===== config.mk =====
export PLATFORM = sky130hd
export DESIGN_NAME = tripod_gait_sequencer_core
export DESIGN_NICKNAME = d
export VERILOG_FILES = /design/src/rtl/tgs_pkg.sv /design/src/rtl/tgs_div.sv /design/src/rtl/tgs_legs.sv /design/src/rtl/tripod_gait_sequencer_core.sv
export SDC_FILE = /design/constraint.sdc
export NUM_CORES = 1
export LEC_CHECK = 0
export ABC_CLOCK_PERIOD_IN_PS = 11490
export BUFFER_PORTS_ARGS = -buffer_cell sky130_fd_sc_hd__buf_4
export CAP_MARGIN = 20
export CORE_ASPECT_RATIO = 0.8
export CORE_MARGIN = 2
export CORE_UTILIZATION = 32
export DETAILED_ROUTE_END_ITERATION = 16
export SLEW_MARGIN = 20
export SYNTH_ARGS = -nofsm -noshare
export SYNTH_HDL_FRONTEND = slang
export SYNTH_SLANG_ARGS = --single-unit
export TNS_END_PERCENT = 1

===== constraint.sdc =====
create_clock -name clk -period 11.49 [get_ports clk]
set_input_delay 0.5745 -clock clk [delete_from_list [all_inputs] [get_ports clk]]
set_output_delay 0.5745 -clock clk [all_outputs]
set_load 0.02 [all_outputs]

===== src/rtl/tgs_pkg.sv =====
// ----------------------------------------------------------------------------
// tgs_pkg
// shared types and constants of the tripod gait sequencer
// ----------------------------------------------------------------------------
package tgs_pkg;

    localparam int LEG_COUNT_DEF = 6;

    // field widths
    localparam int CMD_W     = 3;
    localparam int ELAPSED_W = 20;
    localparam int PHASE_W   = 16;
    localparam int HALF_W    = 24;
    localparam int TMO_W     = 22;
    localparam int GROUP_W   = 6;
    localparam int DT_W      = 17;
    localparam int SINCE_W   = 32;
    localparam int IDX_W     = 3;
    localparam int CFG_DW    = 24;
    localparam int CFG_AW    = 2;
    localparam int OUT_DW    = 48;
    localparam int IN_DW     = 24;
    localparam int IN_UW     = 3;

    localparam logic [HALF_W-1:0]  HALF_CYCLE_RST = 24'd500000;
    localparam logic [GROUP_W-1:0] GROUP_B_RST    = 6'd42;
    localparam logic [DT_W-1:0]    DT_CLAMP       = 17'd100000;
    localparam logic [PHASE_W-1:0] HALF_Q16       = 16'h8000;
    localparam logic [SINCE_W-1:0] MS_US          = 32'd1000;

    typedef enum logic [CMD_W-1:0] {
        CMD_TICK    = 3'd0,
        CMD_ENABLE  = 3'd1,
        CMD_DISABLE = 3'd2,
        CMD_BEAT    = 3'd3,
        CMD_STOP    = 3'd4
    } cmd_t;

    typedef enum logic [1:0] {
        MODE_IDLE = 2'd0,
        MODE_WALK = 2'd1,
        MODE_STOP = 2'd2
    } mode_t;

    typedef enum logic [CFG_AW-1:0] {
        CFG_HALF_CYCLE = 2'd0,
        CFG_TIMEOUT    = 2'd1,
        CFG_GROUP_B    = 2'd2
    } cfg_idx_t;

    // control from the sequencer to the leg bank
    typedef struct packed {
        logic init;
        logic freeze_stance;
        logic clear_edges;
        logic step;
        logic stopping;
    } leg_ctl_t;

    // status of the selected leg
    typedef struct packed {
        logic [PHASE_W-1:0] phase;
        logic               flying;
        logic               lift;
        logic               land;
        logic               frozen;
    } leg_stat_t;

endpackage


===== src/rtl/tgs_div.sv =====
// ----------------------------------------------------------------------------
// tgs_div
// bit-serial restoring divider for the phase increment, one quotient bit a cycle
// ----------------------------------------------------------------------------
module tgs_div (
    input  logic                         clk,
    input  logic                         rst_n,
    input  logic                         start,
    input  logic [tgs_pkg::DT_W-1:0]     dt,
    input  logic [tgs_pkg::HALF_W-1:0]   divisor,
    output logic                         done,
    output logic [tgs_pkg::PHASE_W-1:0]  quotient
);
    import tgs_pkg::*;

    localparam int REM_W = HALF_W + 1;
    localparam int CNT_W = $clog2(PHASE_W + 1);

    logic                busy_reg, busy_next;
    logic                done_reg, done_next;
    logic [CNT_W-1:0]    cnt_reg, cnt_next;
    logic [REM_W-1:0]    rem_reg, rem_next;
    logic [PHASE_W-1:0]  q_reg, q_next;
    logic [REM_W-1:0]    rem_shl;
    logic                take;
    logic                sat;

    // quotient would reach one whole when dt is not below the divisor
    assign sat     = {{(HALF_W-DT_W){1'b0}}, dt} >= divisor;
    assign rem_shl = {rem_reg[REM_W-2:0], 1'b0};
    assign take    = rem_shl >= {1'b0, divisor};

    always_comb
    begin
        busy_next = busy_reg;
        done_next = 1'b0;
        cnt_next  = cnt_reg;
        rem_next  = rem_reg;
        q_next    = q_reg;
        if (start)
        begin
            if (sat)
            begin
                q_next    = '1;
                done_next = 1'b1;
            end
            else
            begin
                rem_next  = REM_W'(dt);
                q_next    = '0;
                cnt_next  = CNT_W'(PHASE_W);
                busy_next = 1'b1;
            end
        end
        else if (busy_reg)
        begin
            rem_next = take ? (rem_shl - {1'b0, divisor}) : rem_shl;
            q_next   = {q_reg[PHASE_W-2:0], take};
            cnt_next = cnt_reg - CNT_W'(1);
            if (cnt_reg == CNT_W'(1))
            begin
                busy_next = 1'b0;
                done_next = 1'b1;
            end
        end
    end

    always_ff @(posedge clk or negedge rst_n)
    begin
        if (!rst_n)
        begin
            busy_reg <= 1'b0;
            done_reg <= 1'b0;
            cnt_reg  <= '0;
        end
        else
        begin
            busy_reg <= busy_next;
            done_reg <= done_next;
            cnt_reg  <= cnt_next;
        end
    end

    always_ff @(posedge clk)
    begin
        rem_reg <= rem_next;
        q_reg   <= q_next;
    end

    assign done     = done_reg;
    assign quotient = q_reg;

endmodule


===== src/rtl/tgs_legs.sv =====
// ----------------------------------------------------------------------------
// tgs_legs
// per-leg phase, flight and freeze state, stepped one leg a cycle
// ----------------------------------------------------------------------------
module tgs_legs #(
    parameter int LEG_COUNT = tgs_pkg::LEG_COUNT_DEF
) (
    input  logic                          clk,
    input  logic                          rst_n,
    input  tgs_pkg::leg_ctl_t             ctl,
    input  logic [$clog2(LEG_COUNT)-1:0]  sel,
    input  logic [tgs_pkg::PHASE_W-1:0]   inc,
    input  logic [tgs_pkg::GROUP_W-1:0]   group_b,
    output tgs_pkg::leg_stat_t            stat,
    output logic                          all_frozen
);
    import tgs_pkg::*;

    localparam int EXT_W = LEG_COUNT + GROUP_W;
    localparam logic [EXT_W-1:0] GB_RST_EXT = EXT_W'(GROUP_B_RST);

    logic [PHASE_W-1:0]   phase_reg [LEG_COUNT];
    logic [LEG_COUNT-1:0] wf_reg;
    logic [LEG_COUNT-1:0] frz_reg;
    logic [LEG_COUNT-1:0] lift_reg;
    logic [LEG_COUNT-1:0] land_reg;
    logic [EXT_W-1:0]     gb_ext;
    logic [PHASE_W-1:0]   phase_next;
    logic                 fl_next;

    // legs beyond the group mask always start at zero
    assign gb_ext     = EXT_W'(group_b);
    assign phase_next = phase_reg[sel] + inc;
    assign fl_next    = phase_next[PHASE_W-1];

    always_ff @(posedge clk or negedge rst_n)
    begin
        if (!rst_n)
        begin
            for (int i = 0; i < LEG_COUNT; i++)
            begin
                phase_reg[i] <= GB_RST_EXT[i] ? HALF_Q16 : '0;
            end
            wf_reg   <= '0;
            frz_reg  <= '0;
            lift_reg <= '0;
            land_reg <= '0;
        end
        else
        begin
            if (ctl.clear_edges)
            begin
                lift_reg <= '0;
                land_reg <= '0;
            end
            if (ctl.init)
            begin
                for (int i = 0; i < LEG_COUNT; i++)
                begin
                    phase_reg[i] <= gb_ext[i] ? HALF_Q16 : '0;
                end
                wf_reg  <= '0;
                frz_reg <= '0;
            end
            if (ctl.freeze_stance)
            begin
                frz_reg <= frz_reg | ~wf_reg;
            end
            if (ctl.step && !frz_reg[sel])
            begin
                phase_reg[sel] <= phase_next;
                lift_reg[sel]  <= fl_next & ~wf_reg[sel];
                land_reg[sel]  <= ~fl_next & wf_reg[sel];
                wf_reg[sel]    <= fl_next;
                if (!fl_next && wf_reg[sel] && ctl.stopping)
                begin
                    frz_reg[sel] <= 1'b1;
                end
            end
        end
    end

    assign stat.phase  = phase_reg[sel];
    assign stat.flying = wf_reg[sel];
    assign stat.lift   = lift_reg[sel];
    assign stat.land   = land_reg[sel];
    assign stat.frozen = frz_reg[sel];
    assign all_frozen  = &frz_reg;

endmodule


===== src/rtl/tripod_gait_sequencer_core.sv =====
// ----------------------------------------------------------------------------
// tripod_gait_sequencer_core
// tripod gait phase sequencer: mode control, watchdog, serial increment
// division, one leg stepped per cycle and one status item per leg out
// ----------------------------------------------------------------------------
//  channel   direction  handshake          contents
//  s_*       in         s_tvalid/s_tready  command and elapsed time
//  m_*       out        m_tvalid/m_tready  leg status, LEG_COUNT items per input
//  cfg_*     in         cfg_we             register writes, no read-back
//
//  a tick that moves the legs passes decode, the watchdog check, the 16-step
//  divider, stepping of each leg, a settle state and one report per leg; the
//  divider skips its steps when the increment saturates; a tick while idle
//  skips the divider and stepping, any other item goes from decode to reports
//  one item is in work at a time; output stalls hold the report phase
//  rst_n is asynchronous and active low and restores the register defaults
// ----------------------------------------------------------------------------
module tripod_gait_sequencer_core #(
    parameter int LEG_COUNT = tgs_pkg::LEG_COUNT_DEF
) (
    input  logic                         clk,
    input  logic                         rst_n,
    // slave side
    input  logic                         s_tvalid,
    output logic                         s_tready,
    input  logic [tgs_pkg::IN_DW-1:0]    s_tdata,   // elapsed_us[19:0], zero pad
    input  logic [tgs_pkg::IN_UW-1:0]    s_tuser,   // cmd[2:0]
    // master side
    output logic                         m_tvalid,
    input  logic                         m_tready,
    output logic [tgs_pkg::OUT_DW-1:0]   m_tdata,   // leg_index[2:0], gait_mode[4:3],
                                                    // leg_phase[20:5],
                                                    // swing_progress[36:21],
                                                    // leg_flying[37], lift_off[38],
                                                    // touch_down[39], leg_frozen[40],
                                                    // watchdog_fired[41], zero pad
    output logic                         m_tlast,   // last_leg
    // configuration
    input  logic                         cfg_we,
    input  logic [tgs_pkg::CFG_AW-1:0]   cfg_addr,
    input  logic [tgs_pkg::CFG_DW-1:0]   cfg_data
);
    import tgs_pkg::*;

    localparam int LW = $clog2(LEG_COUNT);
    localparam logic [LW-1:0] LAST_LEG = LW'(LEG_COUNT - 1);

    typedef enum logic [6:0] {
        ST_IDLE   = 7'b0000001,
        ST_DECODE = 7'b0000010,
        ST_WDOG   = 7'b0000100,
        ST_DIV    = 7'b0001000,
        ST_LEGS   = 7'b0010000,
        ST_SETTLE = 7'b0100000,
        ST_EMIT   = 7'b1000000
    } state_t;

    state_t                state_reg, state_next;
    mode_t                 mode_reg, mode_next;

    // configuration
    logic [HALF_W-1:0]     half_cycle_reg;
    logic [GROUP_W-1:0]    group_b_reg;
    logic                  wd_en_reg;
    logic [SINCE_W-1:0]    wd_limit_reg;

    // item in work
    logic [CMD_W-1:0]      cmd_reg;
    logic [ELAPSED_W-1:0]  elapsed_reg;
    logic [SINCE_W-1:0]    since_reg, since_next;
    logic                  wd_reg, wd_next;
    logic [LW-1:0]         leg_cnt_reg, leg_cnt_next;

    // output register
    logic                  m_tvalid_reg;
    logic [OUT_DW-1:0]     m_tdata_reg;
    logic                  m_tlast_reg;
    logic                  out_load;

    logic [SINCE_W:0]      since_sum;
    logic [DT_W-1:0]       dt;
    logic                  wd_fire;
    logic                  div_start;
    logic                  div_done;
    logic [PHASE_W-1:0]    inc;
    leg_ctl_t              ctl;
    leg_stat_t             stat;
    logic                  all_frozen;
    logic [PHASE_W-1:0]    swing;

    assign s_tready = (state_reg == ST_IDLE);

    // saturating time since the last enable or beat command or timeout write
    assign since_sum = {1'b0, since_reg} + (SINCE_W+1)'(elapsed_reg);

    // phase step is clamped to a tenth of a second
    assign dt = ({{(DT_W > ELAPSED_W ? 0 : ELAPSED_W-DT_W){1'b0}}, DT_CLAMP} <
                 ELAPSED_W'(elapsed_reg)) ? DT_CLAMP : DT_W'(elapsed_reg);

    // since/1000 > timeout is the same as since >= (timeout+1)*1000
    assign wd_fire = (mode_reg == MODE_WALK) && wd_en_reg && (since_reg >= wd_limit_reg);

    tgs_div u_div (
        .clk      (clk),
        .rst_n    (rst_n),
        .start    (div_start),
        .dt       (dt),
        .divisor  (half_cycle_reg),
        .done     (div_done),
        .quotient (inc)
    );

    tgs_legs #(
        .LEG_COUNT (LEG_COUNT)
    ) u_legs (
        .clk        (clk),
        .rst_n      (rst_n),
        .ctl        (ctl),
        .sel        (leg_cnt_reg),
        .inc        (inc),
        .group_b    (group_b_reg),
        .stat       (stat),
        .all_frozen (all_frozen)
    );

    assign out_load = !m_tvalid_reg || m_tready;

    // sequencer
    always_comb
    begin
        state_next   = state_reg;
        mode_next    = mode_reg;
        since_next   = since_reg;
        wd_next      = wd_reg;
        leg_cnt_next = leg_cnt_reg;
        div_start    = 1'b0;
        ctl          = '0;
        ctl.stopping = (mode_reg == MODE_STOP);

        case (state_reg)
            ST_IDLE:
            begin
                if (s_tvalid)
                begin
                    state_next = ST_DECODE;
                end
            end
            ST_DECODE:
            begin
                wd_next         = 1'b0;
                ctl.clear_edges = 1'b1;
                leg_cnt_next    = '0;
                state_next      = ST_EMIT;
                case (cmd_reg)
                    CMD_TICK:
                    begin
                        since_next = since_sum[SINCE_W] ? '1 : since_sum[SINCE_W-1:0];
                        if (elapsed_reg != '0)
                        begin
                            state_next = ST_WDOG;
                        end
                    end
                    CMD_ENABLE:
                    begin
                        since_next = '0;
                        if (mode_reg == MODE_IDLE)
                        begin
                            mode_next = MODE_WALK;
                            ctl.init  = 1'b1;
                        end
                    end
                    CMD_DISABLE:
                    begin
                        if (mode_reg == MODE_WALK)
                        begin
                            mode_next         = MODE_STOP;
                            ctl.freeze_stance = 1'b1;
                        end
                    end
                    CMD_BEAT:
                    begin
                        since_next = '0;
                    end
                    CMD_STOP:
                    begin
                        mode_next = MODE_IDLE;
                        ctl.init  = 1'b1;
                    end
                    default:
                    begin
                        // unknown command, status only
                    end
                endcase
            end
            ST_WDOG:
            begin
                if (wd_fire)
                begin
                    mode_next         = MODE_STOP;
                    ctl.freeze_stance = 1'b1;
                    wd_next           = 1'b1;
                    div_start         = 1'b1;
                    state_next        = ST_DIV;
                end
                else if (mode_reg != MODE_IDLE)
                begin
                    div_start  = 1'b1;
                    state_next = ST_DIV;
                end
                else
                begin
                    state_next = ST_EMIT;
                end
            end
            ST_DIV:
            begin
                if (div_done)
                begin
                    leg_cnt_next = '0;
                    state_next   = ST_LEGS;
                end
            end
            ST_LEGS:
            begin
                ctl.step = 1'b1;
                if (leg_cnt_reg == LAST_LEG)
                begin
                    leg_cnt_next = '0;
                    state_next   = ST_SETTLE;
                end
                else
                begin
                    leg_cnt_next = leg_cnt_reg + LW'(1);
                end
            end
            ST_SETTLE:
            begin
                // stopping ends once every leg stands frozen
                if (mode_reg == MODE_STOP && all_frozen)
                begin
                    mode_next = MODE_IDLE;
                end
                state_next = ST_EMIT;
            end
            ST_EMIT:
            begin
                if (out_load)
                begin
                    if (leg_cnt_reg == LAST_LEG)
                    begin
                        leg_cnt_next = '0;
                        state_next   = ST_IDLE;
                    end
                    else
                    begin
                        leg_cnt_next = leg_cnt_reg + LW'(1);
                    end
                end
            end
            default:
            begin
                state_next = ST_IDLE;
            end
        endcase

        // a timeout write restarts the watchdog window
        if (cfg_we && cfg_addr == CFG_TIMEOUT)
        begin
            since_next = '0;
        end
    end

    // swing progress is (phase - half) * 2 while in flight
    assign swing = (stat.flying && stat.phase[PHASE_W-1]) ?
                   {stat.phase[PHASE_W-2:0], 1'b0} : '0;

    always_ff @(posedge clk or negedge rst_n)
    begin
        if (!rst_n)
        begin
            state_reg      <= ST_IDLE;
            mode_reg       <= MODE_IDLE;
            since_reg      <= '0;
            wd_reg         <= 1'b0;
            leg_cnt_reg    <= '0;
            m_tvalid_reg   <= 1'b0;
            half_cycle_reg <= HALF_CYCLE_RST;
            group_b_reg    <= GROUP_B_RST;
            wd_en_reg      <= 1'b0;
            wd_limit_reg   <= MS_US;
        end
        else
        begin
            state_reg   <= state_next;
            mode_reg    <= mode_next;
            since_reg   <= since_next;
            wd_reg      <= wd_next;
            leg_cnt_reg <= leg_cnt_next;

            if (state_reg == ST_EMIT && out_load)
            begin
                m_tvalid_reg <= 1'b1;
            end
            else if (m_tready)
            begin
                m_tvalid_reg <= 1'b0;
            end

            if (cfg_we)
            begin
                case (cfg_addr)
                    CFG_HALF_CYCLE:
                    begin
                        half_cycle_reg <= cfg_data[HALF_W-1:0];
                    end
                    CFG_TIMEOUT:
                    begin
                        wd_en_reg    <= (cfg_data[TMO_W-1:0] != '0);
                        wd_limit_reg <= SINCE_W'((SINCE_W'(cfg_data[TMO_W-1:0]) +
                                                  SINCE_W'(1)) * MS_US);
                    end
                    CFG_GROUP_B:
                    begin
                        group_b_reg <= cfg_data[GROUP_W-1:0];
                    end
                    default:
                    begin
                        // no register at this index
                    end
                endcase
            end
        end
    end

    // item capture and output payload
    always_ff @(posedge clk)
    begin
        if (s_tvalid && s_tready)
        begin
            cmd_reg     <= s_tuser[CMD_W-1:0];
            elapsed_reg <= s_tdata[ELAPSED_W-1:0];
        end
        if (state_reg == ST_EMIT && out_load)
        begin
            m_tdata_reg <= {{(OUT_DW-42){1'b0}},
                            wd_reg,
                            stat.frozen,
                            stat.land,
                            stat.lift,
                            stat.flying,
                            swing,
                            stat.phase,
                            mode_reg,
                            IDX_W'(leg_cnt_reg)};
            m_tlast_reg <= (leg_cnt_reg == LAST_LEG);
        end
    end

    assign m_tvalid = m_tvalid_reg;
    assign m_tdata  = m_tdata_reg;
    assign m_tlast  = m_tlast_reg;

endmodule

### After elaboration in Yosys (flattened, before gate mapping)

Cells that the tools add are included.

* flip-flop bits (word level): 339
* bits of input ports: 58
* output and inout port bits: 51
* logic and storage cells: 217

* add/subtract/negate cells: 6
* multiply operators: 1
* $lt $le $gt $ge: 8
* equal/unequal tests: 28
* muxes and demuxes: 96
* bitwise operators: 8
* reductions and logical operators: 40

Operators with widths (number)
* $mux 16: 12
* $mux 96: 2
* $bwmux 96: 1
* $mux 24: 4
* $mux 32: 3
* $pmux 32 s2: 1
* $mux 7: 9
* $mux 6: 10
* $pmux 7 s7: 1
* $bmux 16 s3: 1
* $demux 16 s3: 1
* $add 32x20->33: 1
* $ge 32x32->1: 1
* $mul 23x7->29 const B: 1
* $mux 1: 26
* $ge 25x24->1: 1
* $ge 17x24->1: 1
* $sub 24x24->24: 1
* $add 22x1->23 const B: 1
* $reduce_bool 22->1: 1
* $lt 17x20->1 const A: 1
* $reduce_bool 20->1: 1
* $bwmux 6: 3
* $mux 17: 1
* other kinds (50): 102

### Depth between registers and ports, before layout

* word-level depth: 10
* gate-level depth with buffers: 27
* gate-level depth less buffers: 26

### By module

A second synthesis with hierarchy kept.

* cell total of the unflattened synthesis: 2404
* area, all modules: 23621.4 µm²

By module, submodules not included
* tripod_gait_sequencer_core: times used 1, cells an instance 1273, area each 12811.0 µm², seq. area each 4625.7 µm²
* tgs_legs: times used 1, cells an instance 664, area each 6618.8 µm², seq. area each 3006.6 µm²
* tgs_div: times used 1, cells an instance 467, area each 4191.5 µm², seq. area each 1376.3 µm²

### Worst setup path before layout

No wires, ideal clock.

* kind: input to register
* from: in cfg_data[2] in the netlist's numbering
* to: reg wd_limit_reg[29]
* library setup time: 0.136 ns
* arrival: 6.082 ns
* data required time: 11.354 ns
* setup slack: 5.273 ns
* stages on the path: 25
* buffers on the path: 1
* path through: clkbuf_1 -> and3_1 -> nor2b_1 -> nand2_1 -> nor2_1 -> inv_1 -> nor2_1 -> and3_1 -> xor2_1 -> fa_1 -> inv_1 -> fa_1 -> fa_1 -> fa_1 -> inv_1 -> ha_1 -> a21o_1 -> a21o_1 -> a221oi_1 -> inv_1 -> a21oi_1 -> o31ai_1 -> a21oi_1 -> xor2_1 -> o21ai_0

* longest elaborated chain between the ends: 2

Ends and longest elaborated chain
* start: declaration: line tripod_gait_sequencer_core.sv:41 `input logic [tgs_pkg::CFG_DW-1:0] cfg_data`
* $add 22x1->23: line tripod_gait_sequencer_core.sv:319 `wd_limit_reg <= SINCE_W'((SINCE_W'(cfg_data[TMO_W-1:0]) +`
* $mul 23x7->29: line tripod_gait_sequencer_core.sv:320 `SINCE_W'(1)) * MS_US);`
* end signal: assignment: line tripod_gait_sequencer_core.sv:319
* end: declaration: line tripod_gait_sequencer_core.sv:65 `logic [SINCE_W-1:0] wd_limit_reg;`

Every way passes these cells.
A chain may end at the register's enable or synchronous reset.

### Final worst setup path

Ends and elaborated chain as after synthesis.

==> flow_summary.json <==
{
  "period_share": 0.563,
  "cts_hold_buf": 0,
  "cts_sinks": 338,
  "netlist_instances": 2343,
  "worst-path-max-fanout": 8,
  "wl_met1_um": 27400,
  "final_cell_mix": "o21ai_0, nand2_1, inv_1",
  "io_buffers": 97,
  "crit_required_ns": 11.90,
  "rr_startpoint": "leg_cnt_reg[1]",
  "drv_slew": 0,
  "tns_ns": 0,
  "critPathLaunch": "cfg_data[2]",
  "relSlewSlack": 0.244,
  "peakVddDrop_mv": 0.119,
  "status": "finished clean",
  "grt_pass1_wl_um": 94500,
  "power_density_nw_per_um2": 202,
  "top_layer": "met5",
  "initial_utilization": 0.322,
  "min_path_type": "in -> async",
  "post_cts_buffers": 0,
  "wl_met2_um": 25900,
  "drtIter0Drc": 1397,
  "fin_util": 0.365,
  "hold_ws_ns": 0.102,
  "drc_errors": 0,
  "antenna_found_initial": 3,
  "setup_viol": 0,
  "gp_congestion": 0.875,
  "grt_max_degree": 122,
  "critical_path_class": "in -> reg",
  "synth-seq-area-share": 0.399,
  "arrival_ns": 6.88,
  "worst_pin_slew_ns": 1.13,
  "drive_above_1_share": 0.105,
  "ys_warn_count": 0,
  "synth-seq-cells": 338,
  "worst_setup_path_end_kind": "flop",
  "wl_met3_um": 3690,
  "ctsHtreeMaxLevel": 2,
  "drt-total-wl_um": 58400,
  "dp_hpwl_um": 42500,
  "vias_per_cell": 5.19,
  "ctsResizeCount": 0,
  "root_buffer": "clkbuf_16",
  "dr.pass1.iters": 6,
  "clk_latency_ns": 0.57,
  "period_minus_slack_ns": 6.46,
  "pin_count": 109,
  "syn_area_um2": 22600,
  "gr-usage-all-layers": 0.161,
  "grt_pass1_vias": 17500,
  "async_reset_ff_frac": 0.689,
  "clock_skew_ns": 0.0287,
  "wire_per_inst_um": 17.3,
  "dieArea_um2": 72700,
  "cts_buffer_depth": 3,
  "areaGrowthSynthToFinish_pct": 13.5,
  "rows": 87,
  "max_freq_mhz": 155,
  "cts_tree": "done",
  "power_mw": 5.19,
  "grt-ovfl-total": 0,
  "cts_buffers": 41,
  "path_clk_slew_ns": 0.06,
  "synth_area_per_cell_um2": 9.64,
  "die_y_um": 242,
  "core_um2": 70200,
  "nets": 2705,
  "ant_nets": 0,
  "ys_types": 84,
  "vias": 17500,
  "final_common_cell": "o21ai_0",
  "start_kind": "input pin",
  "rsz0062_at_grt": "no",
  "synth_edf_count": 105,
  "die_w_um": 301,
  "hold_viol": 0,
  "largest_reg_flops": 96,
  "ys.flop_type": "dfrtp_1",
  "cap_violations": 0,
  "leakage_nw": 11.5
}
[critical path, cell delays in order]
cell	delay, ns
buf_4	0.16
and3_1	0.18
nor2b_1	0.28
nand2_1	0.10
nor2_1	0.24
inv_1	0.09
nor2_1	0.20
and3_1	0.20
xor2_1	0.67
fa_1	0.53
inv_1	0.09
fa_1	0.44
fa_1	0.51
fa_1	0.52
inv_1	0.04
ha_1	0.34
a21o_1	0.19
a21o_1	0.16
a221oi_1	0.48
inv_1	0.10
a21oi_1	0.18
o31ai_1	0.10
a21oi_1	0.20
xor2_1	0.16
o21ai_0	0.10
[final cells by class]
cell class	count	area, um^2
inverters	217	815
diodes	1	2.50
well taps	934	1170
multi-input cells	1693	12400
repair buffers	116	878
fillers	6972	44600
flip-flops and latches	338	9010
clock inverters	22	289
clock buffers	54	1100
[power by group]
group | switching (mW) | leakage [nW] | internal (mW)
Clock | 0.535 | 0.678 | 0.799
Sequential | 0.142 | 4.06 | 1.46
Combinational | 1.32 | 6.79 | 0.925
Total | 2.00 | 11.5 | 3.19
[cells by family after synthesis]
group	count (synthesis)	share of synthesized area
multiplexers	80	0.0453
buffers and inverters	318	0.0554
AND/OR/NAND/NOR	695	0.150
XOR/XNOR	114	0.0445
flip-flops	338	0.399
adder cells (fa/ha/maj)	241	0.158
other	1	0.000166
AO/OA/AOI/OAI	556	0.149
[cells in the mapped netlist, types with 23 or more instances]
cell type	n	area share
nand2b_1	23	0.0064
and3_1	37	0.010
xor2_1	42	0.016
inv_1	214	0.036
nand2_1	217	0.036
nor3_1	32	0.0071
a21oi_1	104	0.023
fa_1	73	0.065
dfrtp_1	213	0.24
edfxtp_1	105	0.14
nand3_1	150	0.033
clkbuf_1	78	0.013
mux2i_1	47	0.021
ha_1	167	0.093
xnor2_1	71	0.028
o21ai_0	255	0.057
a21o_1	42	0.014
nor2_1	105	0.017
[layer usage]
| metal | vias up | track usage |
|---|---|---|
| met5 | - | 0 |
| met2 | 507 | 0.249 |
| met1 | 8530 | 0.226 |
| li1 | 8390 | - |
| met3 | 96 | 0.0332 |
| met4 | 6 | 0.0478 |
[worst paths after layout]
| path | end | slack [ns] | cells after the start |
|---|---|---|---|
| min | u_legs.phase_reg[57] | 0.10 | 1 |
| max | wd_limit_reg[29] | 5.03 | 25 |
| min reg2reg | m_tdata[41] | 0.44 | 0 |
| max in group asynchronous | since_reg[3] | 9.26 | 3 |
| min in group clk | elapsed_reg[7] | 0.19 | 1 |
| max reg2reg | u_legs.frz_reg[4] | 5.72 | 13 |
[through the flow]
step / cells / instance area, um^2 / worst slack [ns]
after floorplan: 2349 / 22600 / 5.27
after global placement: 3298 / 24200 / 4.58
after detailed placement: 3298 / 24200 / 4.52
after CTS: 3374 / 25600 / 5.09
after global routing: 3374 / 25600 / 4.49
final: 3375 / 25600 / 5.03
Note: power is estimated with default switching activity, not from simulation.
